--- src/tbce_pkg.sv ---
// ============================================================================
// tbce_pkg
// Shared types, constants, chord table and helpers of the chord emulator.
// ============================================================================
`default_nettype none

package tbce_pkg;

    localparam int MASK_W    = 8;
    localparam int POS_W     = 16;
    localparam int EMU_W     = 3;
    localparam int TIMER_W   = 16;
    localparam int TDATA_W   = 40;
    localparam int CFG_IDX_W = 1;
    localparam int CFG_W     = 16;
    localparam int MAX_RES   = 3;
    localparam int CNT_W     = 2;

    localparam int NUM_STATES = 11;
    localparam int NUM_EVENTS = 4;

    localparam logic [TIMER_W-1:0] TIMEOUT_RESET = 16'd50;

    typedef enum logic [CFG_IDX_W-1:0] {
        CFG_ENABLE  = 1'b0,
        CFG_TIMEOUT = 1'b1
    } cfg_index_t;

    typedef enum logic {
        OP_POINTER = 1'b0,
        OP_TICK    = 1'b1
    } op_t;

    typedef enum logic [3:0] {
        ST_GROUND      = 4'd0,
        ST_DELAY_L     = 4'd1,
        ST_DELAY_R     = 4'd2,
        ST_MID         = 4'd3,
        ST_LEFT        = 4'd4,
        ST_RIGHT       = 4'd5,
        ST_MID_R_HELD  = 4'd6,
        ST_MID_L_HELD  = 4'd7,
        ST_MID_PLUS_L  = 4'd8,
        ST_MID_PLUS_R  = 4'd9,
        ST_LEFT_RIGHT  = 4'd10
    } fsm_state_t;

    typedef logic signed [2:0] action_t;

    localparam action_t A_NO = 3'sd0;
    localparam action_t A_PL = 3'sd1;
    localparam action_t A_PM = 3'sd2;
    localparam action_t A_PR = 3'sd3;
    localparam action_t A_RL = -3'sd1;
    localparam action_t A_RM = -3'sd2;
    localparam action_t A_RR = -3'sd3;

    typedef struct packed {
        action_t    act1;
        action_t    act2;
        fsm_state_t nxt;
    } fsm_entry_t;

    // rows: state; columns: no button, left, right, both
    localparam fsm_entry_t FSM_TABLE [NUM_STATES][NUM_EVENTS] = '{
        '{'{A_NO, A_NO, ST_GROUND}, '{A_NO, A_NO, ST_DELAY_L},
          '{A_NO, A_NO, ST_DELAY_R}, '{A_PM, A_NO, ST_MID}},
        '{'{A_PL, A_RL, ST_GROUND}, '{A_NO, A_NO, ST_DELAY_L},
          '{A_PL, A_RL, ST_DELAY_R}, '{A_PM, A_NO, ST_MID}},
        '{'{A_PR, A_RR, ST_GROUND}, '{A_PR, A_RR, ST_DELAY_L},
          '{A_NO, A_NO, ST_DELAY_R}, '{A_PM, A_NO, ST_MID}},
        '{'{A_RM, A_NO, ST_GROUND}, '{A_NO, A_NO, ST_MID_L_HELD},
          '{A_NO, A_NO, ST_MID_R_HELD}, '{A_NO, A_NO, ST_MID}},
        '{'{A_RL, A_NO, ST_GROUND}, '{A_NO, A_NO, ST_LEFT},
          '{A_RL, A_NO, ST_DELAY_R}, '{A_PR, A_NO, ST_LEFT_RIGHT}},
        '{'{A_RR, A_NO, ST_GROUND}, '{A_RR, A_NO, ST_DELAY_L},
          '{A_NO, A_NO, ST_RIGHT}, '{A_PL, A_NO, ST_LEFT_RIGHT}},
        '{'{A_RM, A_NO, ST_GROUND}, '{A_RM, A_NO, ST_DELAY_L},
          '{A_NO, A_NO, ST_MID_R_HELD}, '{A_PL, A_NO, ST_MID_PLUS_L}},
        '{'{A_RM, A_NO, ST_GROUND}, '{A_NO, A_NO, ST_MID_L_HELD},
          '{A_RM, A_NO, ST_DELAY_R}, '{A_PR, A_NO, ST_MID_PLUS_R}},
        '{'{A_RM, A_RL, ST_GROUND}, '{A_RM, A_NO, ST_LEFT},
          '{A_RL, A_NO, ST_MID_R_HELD}, '{A_NO, A_NO, ST_MID_PLUS_L}},
        '{'{A_RM, A_RR, ST_GROUND}, '{A_RR, A_NO, ST_MID_L_HELD},
          '{A_RM, A_NO, ST_RIGHT}, '{A_NO, A_NO, ST_MID_PLUS_R}},
        '{'{A_RL, A_RR, ST_GROUND}, '{A_RR, A_NO, ST_LEFT},
          '{A_RL, A_NO, ST_RIGHT}, '{A_NO, A_NO, ST_LEFT_RIGHT}}
    };

    typedef struct packed {
        op_t              op;
        logic [MASK_W-1:0] button_mask;
        logic [POS_W-1:0]  pos_x;
        logic [POS_W-1:0]  pos_y;
    } item_t;

    typedef struct packed {
        logic [MASK_W-1:0] out_mask;
        logic [POS_W-1:0]  out_x;
        logic [POS_W-1:0]  out_y;
    } result_t;

    typedef struct packed {
        result_t [MAX_RES-1:0] slot;
        logic [CNT_W-1:0]      count;
    } step_out_t;

    typedef struct packed {
        logic               emulate_enable;
        logic [TIMER_W-1:0] timeout_ticks;
    } cfg_t;

    function automatic logic has_timeout(input fsm_state_t s);
        return (s == ST_DELAY_L) || (s == ST_DELAY_R);
    endfunction

    function automatic logic [EMU_W-1:0] apply_action(input logic [EMU_W-1:0] em,
                                                      input action_t a);
        logic [EMU_W-1:0] r;
        logic [1:0]       mag;
        logic [1:0]       bit_idx;
        r       = em;
        mag     = a[2] ? (~a[1:0] + 2'd1) : a[1:0];
        bit_idx = mag - 2'd1;
        if (a != A_NO)
        begin
            r[bit_idx] = ~a[2];
        end
        return r;
    endfunction

    function automatic logic [MASK_W-1:0] compose_mask(input logic [MASK_W-1:0] mask,
                                                      input logic [EMU_W-1:0] em);
        return {mask[7:3], em[2], mask[1] | em[1], em[0]};
    endfunction

endpackage

`default_nettype wire

--- src/tbce_core.sv ---
// ============================================================================
// tbce_core
// Chord state machine: state registers and single-pass step logic.
// ============================================================================
`default_nettype none

module tbce_core (
    input  wire logic               clk,
    input  wire logic               rst_n,
    input  wire logic               go,
    input  wire tbce_pkg::item_t     item,
    input  wire tbce_pkg::cfg_t      cfg,
    output tbce_pkg::step_out_t      res
);
    import tbce_pkg::*;

    fsm_state_t          state_reg, state_next;
    logic [EMU_W-1:0]    emu_reg, emu_next;
    logic [MASK_W-1:0]   held_reg, held_next;
    logic [POS_W-1:0]    origin_x_reg, origin_x_next;
    logic [POS_W-1:0]    origin_y_reg, origin_y_next;
    logic [POS_W-1:0]    latest_x_reg, latest_x_next;
    logic [POS_W-1:0]    latest_y_reg, latest_y_next;
    logic                running_reg, running_next;
    logic [TIMER_W-1:0]  left_reg, left_next;

    fsm_entry_t          entry;
    logic [1:0]          ev;
    logic                delayed;
    logic [EMU_W-1:0]    em1, em2, em_t;
    action_t             t_act;
    fsm_state_t          t_state;
    logic                v0, v1, v2;
    result_t             c0, c1, c2;

    always_comb
    begin
        state_next    = state_reg;
        emu_next      = emu_reg;
        held_next     = held_reg;
        origin_x_next = origin_x_reg;
        origin_y_next = origin_y_reg;
        latest_x_next = latest_x_reg;
        latest_y_next = latest_y_reg;
        running_next  = running_reg;
        left_next     = left_reg;

        ev      = {item.button_mask[2], item.button_mask[0]};
        entry   = FSM_TABLE[state_reg][ev];
        delayed = has_timeout(state_reg);
        em1     = apply_action(emu_reg, entry.act1);
        em2     = apply_action(em1, entry.act2);
        t_act   = (state_reg == ST_DELAY_L) ? A_PL : A_PR;
        t_state = (state_reg == ST_DELAY_L) ? ST_LEFT : ST_RIGHT;
        em_t    = apply_action(emu_reg, t_act);

        v0 = 1'b0;
        v1 = 1'b0;
        v2 = 1'b0;
        c0 = '{out_mask: compose_mask(item.button_mask, em1),
               out_x: item.pos_x, out_y: item.pos_y};
        c1 = '{out_mask: compose_mask(item.button_mask, em2),
               out_x: item.pos_x, out_y: item.pos_y};
        c2 = c1;

        if (item.op == OP_TICK)
        begin
            c0 = '{out_mask: compose_mask(held_reg, em_t),
                   out_x: origin_x_reg, out_y: origin_y_reg};
            c2 = '{out_mask: compose_mask(held_reg, em_t),
                   out_x: latest_x_reg, out_y: latest_y_reg};
            if (running_reg)
            begin
                if (left_reg > TIMER_W'(1))
                begin
                    left_next = left_reg - TIMER_W'(1);
                end
                else
                begin
                    running_next = 1'b0;
                    left_next    = '0;
                    if (delayed)
                    begin
                        v0         = 1'b1;
                        v2         = (origin_x_reg != latest_x_reg) ||
                                     (origin_y_reg != latest_y_reg);
                        emu_next   = em_t;
                        state_next = t_state;
                    end
                end
            end
        end
        else if (!cfg.emulate_enable)
        begin
            v0 = 1'b1;
            c0 = '{out_mask: item.button_mask, out_x: item.pos_x, out_y: item.pos_y};
        end
        else
        begin
            held_next     = item.button_mask;
            latest_x_next = item.pos_x;
            latest_y_next = item.pos_y;
            v0 = (entry.act1 != A_NO);
            v1 = (entry.act2 != A_NO);
            v2 = !v0 && !v1 && !running_reg;
            if (delayed && !entry.act1[2] && v0)
            begin
                c0.out_x = origin_x_reg;
                c0.out_y = origin_y_reg;
            end
            if (delayed && !entry.act2[2] && v1)
            begin
                c1.out_x = origin_x_reg;
                c1.out_y = origin_y_reg;
            end
            emu_next   = em2;
            state_next = entry.nxt;
            if (entry.nxt != state_reg)
            begin
                running_next = 1'b0;
                left_next    = '0;
                if (has_timeout(entry.nxt))
                begin
                    origin_x_next = item.pos_x;
                    origin_y_next = item.pos_y;
                    running_next  = 1'b1;
                    left_next     = (cfg.timeout_ticks != '0) ? cfg.timeout_ticks
                                                              : TIMER_W'(1);
                end
            end
        end

        // pack valid candidates to the front
        res.count   = CNT_W'({1'b0, v0}) + CNT_W'({1'b0, v1}) + CNT_W'({1'b0, v2});
        res.slot[2] = c2;
        if (v0)
        begin
            res.slot[0] = c0;
            res.slot[1] = v1 ? c1 : c2;
        end
        else if (v1)
        begin
            res.slot[0] = c1;
            res.slot[1] = c2;
        end
        else
        begin
            res.slot[0] = c2;
            res.slot[1] = c2;
        end
    end

    always_ff @(posedge clk or negedge rst_n)
    begin
        if (!rst_n)
        begin
            state_reg    <= ST_GROUND;
            emu_reg      <= '0;
            held_reg     <= '0;
            origin_x_reg <= '0;
            origin_y_reg <= '0;
            latest_x_reg <= '0;
            latest_y_reg <= '0;
            running_reg  <= 1'b0;
            left_reg     <= '0;
        end
        else if (go)
        begin
            state_reg    <= state_next;
            emu_reg      <= emu_next;
            held_reg     <= held_next;
            origin_x_reg <= origin_x_next;
            origin_y_reg <= origin_y_next;
            latest_x_reg <= latest_x_next;
            latest_y_reg <= latest_y_next;
            running_reg  <= running_next;
            left_reg     <= left_next;
        end
    end

endmodule

`default_nettype wire

--- src/tbce_out_buf.sv ---
// ============================================================================
// tbce_out_buf
// Result register holding up to three items, drained one per cycle while m_tready is high.
// ============================================================================
`default_nettype none

module tbce_out_buf (
    input  wire logic                          clk,
    input  wire logic                          rst_n,
    input  wire logic                          load,
    input  wire tbce_pkg::step_out_t            res,
    output logic                               can_load,
    output logic                               m_tvalid,
    input  wire logic                          m_tready,
    output logic [tbce_pkg::TDATA_W-1:0]       m_tdata,
    output logic                               m_tlast
);
    import tbce_pkg::*;

    result_t [MAX_RES-1:0] slot_reg, slot_next;
    logic [CNT_W-1:0]      cnt_reg, cnt_next;
    logic                  pop;

    assign pop      = (cnt_reg != '0) && m_tready;
    assign can_load = (cnt_reg == '0) || ((cnt_reg == CNT_W'(1)) && m_tready);
    assign m_tvalid = (cnt_reg != '0);
    assign m_tlast  = (cnt_reg == CNT_W'(1));
    assign m_tdata  = {slot_reg[0].out_y, slot_reg[0].out_x, slot_reg[0].out_mask};

    always_comb
    begin
        cnt_next  = cnt_reg;
        slot_next = slot_reg;
        if (load)
        begin
            cnt_next  = res.count;
            slot_next = res.slot;
        end
        else if (pop)
        begin
            cnt_next     = cnt_reg - CNT_W'(1);
            slot_next[0] = slot_reg[1];
            slot_next[1] = slot_reg[2];
        end
    end

    always_ff @(posedge clk or negedge rst_n)
    begin
        if (!rst_n)
        begin
            cnt_reg <= '0;
        end
        else
        begin
            cnt_reg <= cnt_next;
        end
    end

    always_ff @(posedge clk)
    begin
        slot_reg <= slot_next;
    end

endmodule

`default_nettype wire

--- src/three_button_chord_emulator_unit.sv ---
// ============================================================================
// three_button_chord_emulator_unit
// Left+right chord to middle-button emulator for pointer event streams.
// ============================================================================
//  channel | direction | handshake          | content
//  s_*     | in        | s_tvalid/s_tready  | tuser op, tdata mask/x/y
//  m_*     | out       | m_tvalid/m_tready  | tdata mask/x/y, tlast end of item
//  cfg_*   | in        | cfg_we             | enable, timeout ticks
//
//  An item is held in the input register, then one pass through the state
//  machine loads 0..3 results into the result register. Results leave one
//  per cycle while m_tready is high; the next item loads into the result
//  register as the last result of the previous item leaves. The first result
//  is offered once the item has passed the input and result registers.
//  Reset clears flags and core state and sets the timeout to 50 ticks; data
//  registers keep their value; the hold timer is stopped, the state is ground.
// ============================================================================
`default_nettype none

module three_button_chord_emulator_unit (
    input  wire logic                            clk,
    input  wire logic                            rst_n,
    input  wire logic                            s_tvalid,
    output logic                                 s_tready,
    input  wire logic [tbce_pkg::TDATA_W-1:0]    s_tdata,   // button_mask, pos_x, pos_y
    input  wire logic                            s_tuser,   // operation
    output logic                                 m_tvalid,
    input  wire logic                            m_tready,
    output logic [tbce_pkg::TDATA_W-1:0]         m_tdata,   // out_mask, out_x, out_y
    output logic                                 m_tlast,
    input  wire logic                            cfg_we,
    input  wire logic [tbce_pkg::CFG_IDX_W-1:0]  cfg_index,
    input  wire logic [tbce_pkg::CFG_W-1:0]      cfg_data
);
    import tbce_pkg::*;

    item_t              item_reg, item_next;
    logic               in_valid_reg, in_valid_next;
    logic               enable_reg, enable_next;
    logic [TIMER_W-1:0] timeout_reg, timeout_next;
    logic               can_load;
    logic               load;
    cfg_t               cfg;
    step_out_t          res;

    assign load     = in_valid_reg && can_load;
    assign s_tready = !in_valid_reg || load;
    assign cfg      = '{emulate_enable: enable_reg, timeout_ticks: timeout_reg};

    always_comb
    begin
        item_next     = item_reg;
        in_valid_next = in_valid_reg;
        if (s_tvalid && s_tready)
        begin
            item_next.op          = op_t'(s_tuser);
            item_next.button_mask = s_tdata[7:0];
            item_next.pos_x       = s_tdata[23:8];
            item_next.pos_y       = s_tdata[39:24];
            in_valid_next         = 1'b1;
        end
        else if (load)
        begin
            in_valid_next = 1'b0;
        end
    end

    always_comb
    begin
        enable_next  = enable_reg;
        timeout_next = timeout_reg;
        if (cfg_we)
        begin
            unique case (cfg_index)
                CFG_ENABLE:  enable_next  = cfg_data[0];
                CFG_TIMEOUT: timeout_next = cfg_data[TIMER_W-1:0];
                default:     enable_next  = enable_reg;
            endcase
        end
    end

    always_ff @(posedge clk or negedge rst_n)
    begin
        if (!rst_n)
        begin
            in_valid_reg <= 1'b0;
            enable_reg   <= 1'b0;
            timeout_reg  <= TIMEOUT_RESET;
        end
        else
        begin
            in_valid_reg <= in_valid_next;
            enable_reg   <= enable_next;
            timeout_reg  <= timeout_next;
        end
    end

    always_ff @(posedge clk)
    begin
        item_reg <= item_next;
    end

    tbce_core u_core (
        .clk   (clk),
        .rst_n (rst_n),
        .go    (load),
        .item  (item_reg),
        .cfg   (cfg),
        .res   (res)
    );

    tbce_out_buf u_out_buf (
        .clk      (clk),
        .rst_n    (rst_n),
        .load     (load),
        .res      (res),
        .can_load (can_load),
        .m_tvalid (m_tvalid),
        .m_tready (m_tready),
        .m_tdata  (m_tdata),
        .m_tlast  (m_tlast)
    );

endmodule

`default_nettype wire

--- config.mk ---
export PLATFORM = sky130hd
export DESIGN_NAME = three_button_chord_emulator_unit
export DESIGN_NICKNAME = d
export VERILOG_FILES = /design/src/tbce_pkg.sv /design/src/tbce_core.sv /design/src/tbce_out_buf.sv /design/src/three_button_chord_emulator_unit.sv
export SDC_FILE = /design/constraint.sdc
export NUM_CORES = 1
export LEC_CHECK = 0
export BUFFER_PORTS_ARGS = -buffer_cell sky130_fd_sc_hd__buf_2
export CAP_MARGIN = 20
export CORE_MARGIN = 8
export CORE_UTILIZATION = 25
export DETAILED_ROUTE_END_ITERATION = 8
export PLACE_DENSITY = 0.36
export SLEW_MARGIN = 40
export SYNTH_ARGS = -nofsm -noshare
export SYNTH_HDL_FRONTEND = slang
export SYNTH_SLANG_ARGS = --single-unit
--- constraint.sdc ---
create_clock -name clk -period 9.5 [get_ports clk]
set_input_delay 0 -clock clk [delete_from_list [all_inputs] [get_ports clk]]
set_output_delay 0 -clock clk [all_outputs]
set_load 0.03 [all_outputs]
# Word-level counts from Yosys, hierarchy flattened
# Memory sizes are Yosys's and may differ from the RTL's.
# Index checks and enable logic that the tools add are counted.
# word_totals
input_bits	63
mem_bits_ro	640
register_bits	277
out_inout_bits	43
n_memories	1
# op_classes
mux	74
order_cmp	9
eq_ne	11
bitwise	13
reduce_logical	41
addsub	10
# memory_table
name	depth	width	read_ports	rd_ports_with_merged_regs	wr	line_no	rtl
(name not given)	16	40	1	0	0	tbce_core.sv:49	entry = FSM_TABLE[state_reg][ev];
# op_table
cell	n
$mux 40	6
$mux 80	3
$mux 32	5
$mux 16	7
$ne 16x16->1	2
$mux 3	9
$mux 1	24
$bmux 10 s2	1
$mux 10	2
$mux 4	5
$gt 16x1->1 const B	1
$reduce_bool 16->1	1
$sub 16x1->16 const B	1
$logic_and 1x1->1	13
$mux 2	6
$reduce_and 5->1	2
$reduce_bool 2->1	5
$bwmux 3	3
$lt 2x3->1 const B	3
$reduce_bool 3->1	3
$eq 4x1->1 const B	2
$eq 4x2->1 const B	2
$sub 2x1->2 const B	4
$add 2x1->2 const B	3
other kinds (22)	45

# Depth between registers and ports, before layout
# depth
word_depth	24
mapped_depth	16

# Hierarchy
# From an unflattened synthesis, not the netlist that was laid out.
# unflattened
hier_cells	1245
area_unflattened_um2	14908.0
# by_module_without_submodules
mod	cells_per_inst	area_per_inst_um2	instances
tbce_core	894	7852.5	1
tbce_out_buf	268	5078.6	1
three_button_chord_emulator_unit	83	1976.9	1

# Worst setup path before layout
# OpenSTA, ideal clock, no wires.
# synth_timing
kind	register to register
from	register u_core.state_reg[1]
to	register u_out_buf.cnt_reg[0]
setup_ps	187
n_path_buf	2
slack_ps	6152
arrival_ps	3161
stages_incl_launch_ff	15
t_required_ps	9313
cell_sequence	dfrtp_1 > inv_1 > ha_1 > buf_4 > or3b_2 > nand4_1 > o311a_2 > inv_2 > ha_1 > a31oi_1 > or2_4 > clkinv_2 > buf_2 > fa_1 > a311oi_1
# synth_between
elab_chain_cells	15
elab_cells_between_ends	31
classes_between	add/sub: 2; eq/ne: 2; mux: 18; bitwise: 1; reduce/logical: 7; memory: 1
# synth_rtl
element	line_no	rtl
from (decl)	tbce_core.sv:17	fsm_state_t state_reg, state_next;
from (signal assigned)	tbce_core.sv:169	state_reg <= state_next;
$not 4->5 (not written as such)	tbce_core.sv:49	
$mem_v2 16x40	-	
$mux 40 (not written as such) (2 in series)	tbce_core.sv:49	
$bmux 10 s2	tbce_core.sv:49	
$mux 10 (not written as such) (2 in series)	tbce_core.sv:49	
$reduce_bool 3->1, on equally long branches	tbce_core.sv:103, tbce_core.sv:104	
$logic_not 1->1	tbce_core.sv:105	v2 = !v0 && !v1 && !running_reg;
$logic_and 1x1->1 (2 in series)	tbce_core.sv:105	
$mux 1	tbce_core.sv:93	else if (!cfg.emulate_enable)
$mux 1	tbce_core.sv:66	if (item.op == OP_TICK)
$add 2x1->2 (*)	tbce_core.sv:134	res.count = CNT_W'({1'b0, v0}) + CNT_W'({1'b0, v1}) + CNT_W'({1'b0, v2});
$mux 2 (*)	tbce_out_buf.sv:34	if (load)
to (signal assigned)	tbce_out_buf.sv:55	cnt_reg <= cnt_next;
to (decl)	tbce_out_buf.sv:21	logic [CNT_W-1:0] cnt_reg, cnt_next;
# Mark *: on every way between the ends. The rest lies on a longest branch, timed or not. The select of a mux whose other input is x is not followed.
# A chain may end at the register's enable or synchronous reset.

==> flow_results.xml <==
<?xml version="1.0" encoding="UTF-8"?>
<metrics>
  <group name="grt">
    <metric name="grt_usage" unit="">0.133</metric>
    <metric name="global_route_wire_length_before_repair" unit="um">69400</metric>
    <metric name="grt_max_degree" unit="">68</metric>
    <metric name="antenna_violations_before_repair" unit="">0</metric>
    <metric name="globalRoute.totalOverflow" unit="">0</metric>
    <metric name="first_global_vias" unit="">11100</metric>
  </group>
  <group name="yosys">
    <metric name="synth_top_family_by_area" unit="">simple AND/OR/NAND/NOR gates</metric>
    <metric name="cell_taking_the_most_area_after_synthesis" unit="">sky130_fd_sc_hd__edfxtp_1</metric>
    <metric name="synthDistinctLibCells" unit="">83</metric>
    <metric name="synthArstFlopShare" unit="">0.415</metric>
    <metric name="avgSynthCellArea" unit="sq um">10.5</metric>
    <metric name="syn-cell-area" unit="sq um">14700</metric>
    <metric name="most_frequent_cells_after_synthesis" unit="">270 x sky130_fd_sc_hd__nand2_1, 161 x sky130_fd_sc_hd__edfxtp_1, 111 x sky130_fd_sc_hd__dfrtp_1, 69 x sky130_fd_sc_hd__nor2_1, 57 x sky130_fd_sc_hd__mux2_2</metric>
    <metric name="synth_adder_area_share" unit="">0.0107</metric>
    <metric name="number_of_enable_type_register_cells_in_the_synthesized_netlist" unit="">161</metric>
    <metric name="yosys_register_bits" unit="">275</metric>
    <metric name="synth.top_cell.area_share" unit="">0.329</metric>
    <metric name="syn_nets" unit="">1477</metric>
    <metric name="synth_top_flop_cell" unit="">sky130_fd_sc_hd__edfxtp_1</metric>
    <metric name="synth.most_common_cell" unit="">sky130_fd_sc_hd__nand2_1</metric>
    <metric name="synth_mux_area_frac" unit="">0.0689</metric>
    <metric name="yosys.area_share.simple" unit="">0.161</metric>
    <metric name="synth_xor_area_frac" unit="">0.0203</metric>
    <metric name="yosys_warnings" unit="">0</metric>
    <metric name="ys_seq_area_frac" unit="">0.524</metric>
    <metric name="synth.area.top_cells" unit="">sky130_fd_sc_hd__edfxtp_1 33%, sky130_fd_sc_hd__dfrtp_1 19%, sky130_fd_sc_hd__nand2_1 6.9%, sky130_fd_sc_hd__mux2_2 4.4%, sky130_fd_sc_hd__mux2i_1 2.5%</metric>
    <metric name="compound_gate_portion_of_the_synthesized_area" unit="">0.148</metric>
    <metric name="gate_count_of_the_mapped_netlist" unit="">1402</metric>
  </group>
  <group name="floorplanning">
    <metric name="io-pin-count" unit="">106</metric>
    <metric name="die_x" unit="um">258</metric>
    <metric name="core-area" unit="sq um">58600</metric>
    <metric name="dieHeight" unit="um">258</metric>
    <metric name="fp.dieArea" unit="sq um">66700</metric>
    <metric name="start_util" unit="">0.251</metric>
    <metric name="num_rows" unit="">89</metric>
  </group>
  <group name="timing">
    <metric name="max_slew.worst_pin.slew" unit="ps">814</metric>
    <metric name="maxSlewViolCount" unit="">0</metric>
    <metric name="least_setup_slack_across_all_paths_after_layout" unit="ps">5180</metric>
    <metric name="setup_viol_count_final" unit="">0</metric>
    <metric name="max-slew-margin-rel" unit="">0.457</metric>
    <metric name="sum_of_negative_setup_slack" unit="ps">0</metric>
    <metric name="setup_repair_after_global_routing_missed_its_margin" unit="">false</metric>
    <metric name="max_freq" unit="MHz">231</metric>
    <metric name="clock_skew" unit="ps">20.4</metric>
    <metric name="final_min_period_over_clock_period" unit="">0.455</metric>
    <metric name="period_needed" unit="ps">4320</metric>
    <metric name="final-hold-violation-count" unit="">0</metric>
  </group>
  <group name="worst_setup_path">
    <metric name="worstPathMaxFanout" unit="">67</metric>
    <metric name="crit_path_start_kind" unit="">flop</metric>
    <metric name="max_stage_delay" unit="ps">510</metric>
    <metric name="setup.worst_path.class" unit="">flop to flop</metric>
    <metric name="worstPathArrival" unit="ps">4580</metric>
    <metric name="worstSetupEndpointType" unit="">flop</metric>
    <metric name="most_frequent_cell_on_critical_path" unit="">sky130_fd_sc_hd__ha_1</metric>
    <metric name="crit_slowest_cell" unit="">sky130_fd_sc_hd__dfrtp_1</metric>
    <metric name="worst_ep_required_time" unit="ps">9760</metric>
    <metric name="timing.critical_path.cells" unit="">inv_1 -&gt; ha_1 -&gt; and2_1 -&gt; o311ai_0 -&gt; a31o_2 -&gt; ha_1 -&gt; a31oi_1 -&gt; or2_4 -&gt; buf_12 -&gt; clkinv_2 -&gt; buf_6 -&gt; nor2_1 -&gt; a22oi_1 -&gt; o21ai_0</metric>
  </group>
  <group name="route">
    <metric name="wl" unit="um">45200</metric>
    <metric name="drt_drc_violations_left" unit="">0</metric>
    <metric name="postRouteAntennaNets" unit="">0</metric>
    <metric name="drt-vias-per-instance" unit="">4.69</metric>
    <metric name="drt-wirelength-per-cell" unit="um">19.7</metric>
    <metric name="first_iter_violations" unit="">651</metric>
    <metric name="vias" unit="">10800</metric>
    <metric name="dr_pass1_iterations" unit="">5</metric>
  </group>
  <group name="final_layout">
    <metric name="final_layout_size_suffix_gt1_frac" unit="">0.182</metric>
    <metric name="num-nets-final" unit="">1572</metric>
    <metric name="finish.utilization" unit="">0.297</metric>
    <metric name="stdcell_count" unit="">2298</metric>
    <metric name="n_antenna_cell" unit="">0</metric>
    <metric name="area_delta_synth_final" unit="%">18.7</metric>
    <metric name="max_ffs_per_register" unit="">80</metric>
  </group>
  <group name="min_path">
    <metric name="min-delay-path-class" unit="">primary input to async pin</metric>
  </group>
  <group name="clock_tree">
    <metric name="clkTransAtPathRegs" unit="ps">60</metric>
    <metric name="clock_tree.root_cell" unit="">sky130_fd_sc_hd__clkbuf_16</metric>
    <metric name="deepest_clock_path_buffer_count" unit="">3</metric>
    <metric name="cts.sink_count" unit="">275</metric>
    <metric name="cts_tree" unit="">built</metric>
    <metric name="clock_tree.htree_level_count" unit="">2</metric>
    <metric name="post-cts-setup-buffers" unit="">0</metric>
    <metric name="clock_insertion_delay_worst_skew" unit="ps">550</metric>
    <metric name="cts_made_buffers" unit="">37</metric>
  </group>
  <group name="place">
    <metric name="placed_cells" unit="">2169</metric>
    <metric name="post-place-ws" unit="ps">4980</metric>
    <metric name="buffer_ports.inserted" unit="">105</metric>
    <metric name="hpwlAfterDp" unit="um">27000</metric>
    <metric name="gp_congestion" unit="">0.778</metric>
  </group>
  <group name="pwr">
    <metric name="leakagePower" unit="nW">7.17</metric>
    <metric name="peakVddDrop" unit="mV">0.134</metric>
    <metric name="fin_total_pwr" unit="mW">6.49</metric>
    <metric name="cellPowerDensity" unit="nW/um^2">372</metric>
  </group>
  <group name="job">
    <metric name="cap_viol_max_count" unit="">0</metric>
  </group>
  <group name="run_status">
    <metric name="status" unit="">finished, final reports clean</metric>
  </group>
</metrics>
## final cells by class
type	instances	area [sq um]
inverter	48	184
clock inverter	17	165
tap	773	967
timing repair buffer	188	1340
fill	6225	41100
multi-input combinational	947	6060
clock buffer	50	1010
sequential	275	7690
## what timing repair did
item	4_1_cts	5_1_grt
setup endpoints to repair	0	0
endpoints found under the hold margin	116	0
resized for setup	0	0
hold buffers	61	0
## critical path, delay by kind of cell, from the launching register on
family,cells,cell delay [ps]
AOI/OAI and AO/OA,5,1150
buffers and inverters,4,970
and+or+nand+nor,3,730
adders and majority gates,2,630
DFF,1,510
## cells by family after synthesis
| logic type | Yosys count |
|---|---|
| simple gates | 504 |
| compound gates | 303 |
| flops | 275 |
| buf+inv | 180 |
| mux | 94 |
| xor+xnor | 34 |
| fa+ha+maj | 12 |
## path summary, 6_finish.rpt
path	from	endpoint	slack (ps)	cells after the start
setup reg to reg	u_core.state_reg[1]$_DFFE_PN0P_	u_out_buf.m_tdata[1]$_DFFE_PP_	5180	14
max in group asynchronous	rst_n	u_core.state_reg[2]$_DFFE_PN0P_	8440	3
min in group clk	s_tdata[2]	item_reg[34]$_DFFE_PP_	160	2
setup / recovery	u_core.state_reg[1]$_DFFE_PN0P_	u_out_buf.m_tdata[1]$_DFFE_PP_	5180	14
hold reg to reg	u_core.held_reg[5]$_DFFE_PN0P_	u_core.held_reg[5]$_DFFE_PN0P_	470	2
hold / removal	rst_n	u_core.latest_y_reg[6]$_DFFE_PN0P_	20	2
## stage by stage
stage	hold WS, ps	area, sq um
finish	22.4	17400
global route	45.9	17400
CTS	25.4	17400
detailed placement	61.2	15600
global placement	177	15600
floorplan	-296	14700
## cell usage in the layout (no fill, tap or decap), types with 37 or more instances in the layout
cell type,count
sky130_fd_sc_hd__buf_2,104
sky130_fd_sc_hd__clkbuf_16,37
sky130_fd_sc_hd__dfrtp_1,109
sky130_fd_sc_hd__dlygate4sd3_1,61
sky130_fd_sc_hd__edfxtp_1,161
sky130_fd_sc_hd__inv_1,44
sky130_fd_sc_hd__mux2_2,56
sky130_fd_sc_hd__mux2i_1,37
sky130_fd_sc_hd__nand2_1,270
sky130_fd_sc_hd__nor2_1,68
sky130_fd_sc_hd__nor2b_1,40
sky130_fd_sc_hd__o21ai_0,48
sky130_fd_sc_hd__o31ai_1,40
## report_power, final
part / total [mW] / switching, mW / internal [mW]
Clock: 1.38 / 0.552 / 0.831
Combinational: 2.76 / 1.74 / 1.02
Sequential: 2.35 / 0.378 / 1.97
## layer usage
layer | up-vias | part of all wire | track usage | wire length (um)
met3 | 52 | 0.042 | 0.0267 | 1880
met4 | 0 | 0.022 | 0.0369 | 981
met1 | 5310 | 0.46 | 0.173 | 20900
met5 | - | 0 | 0 | 0
met2 | 220 | 0.47 | 0.224 | 21400
li1 | 5200 | - | - | -
(Power assumes the default switching activity.)
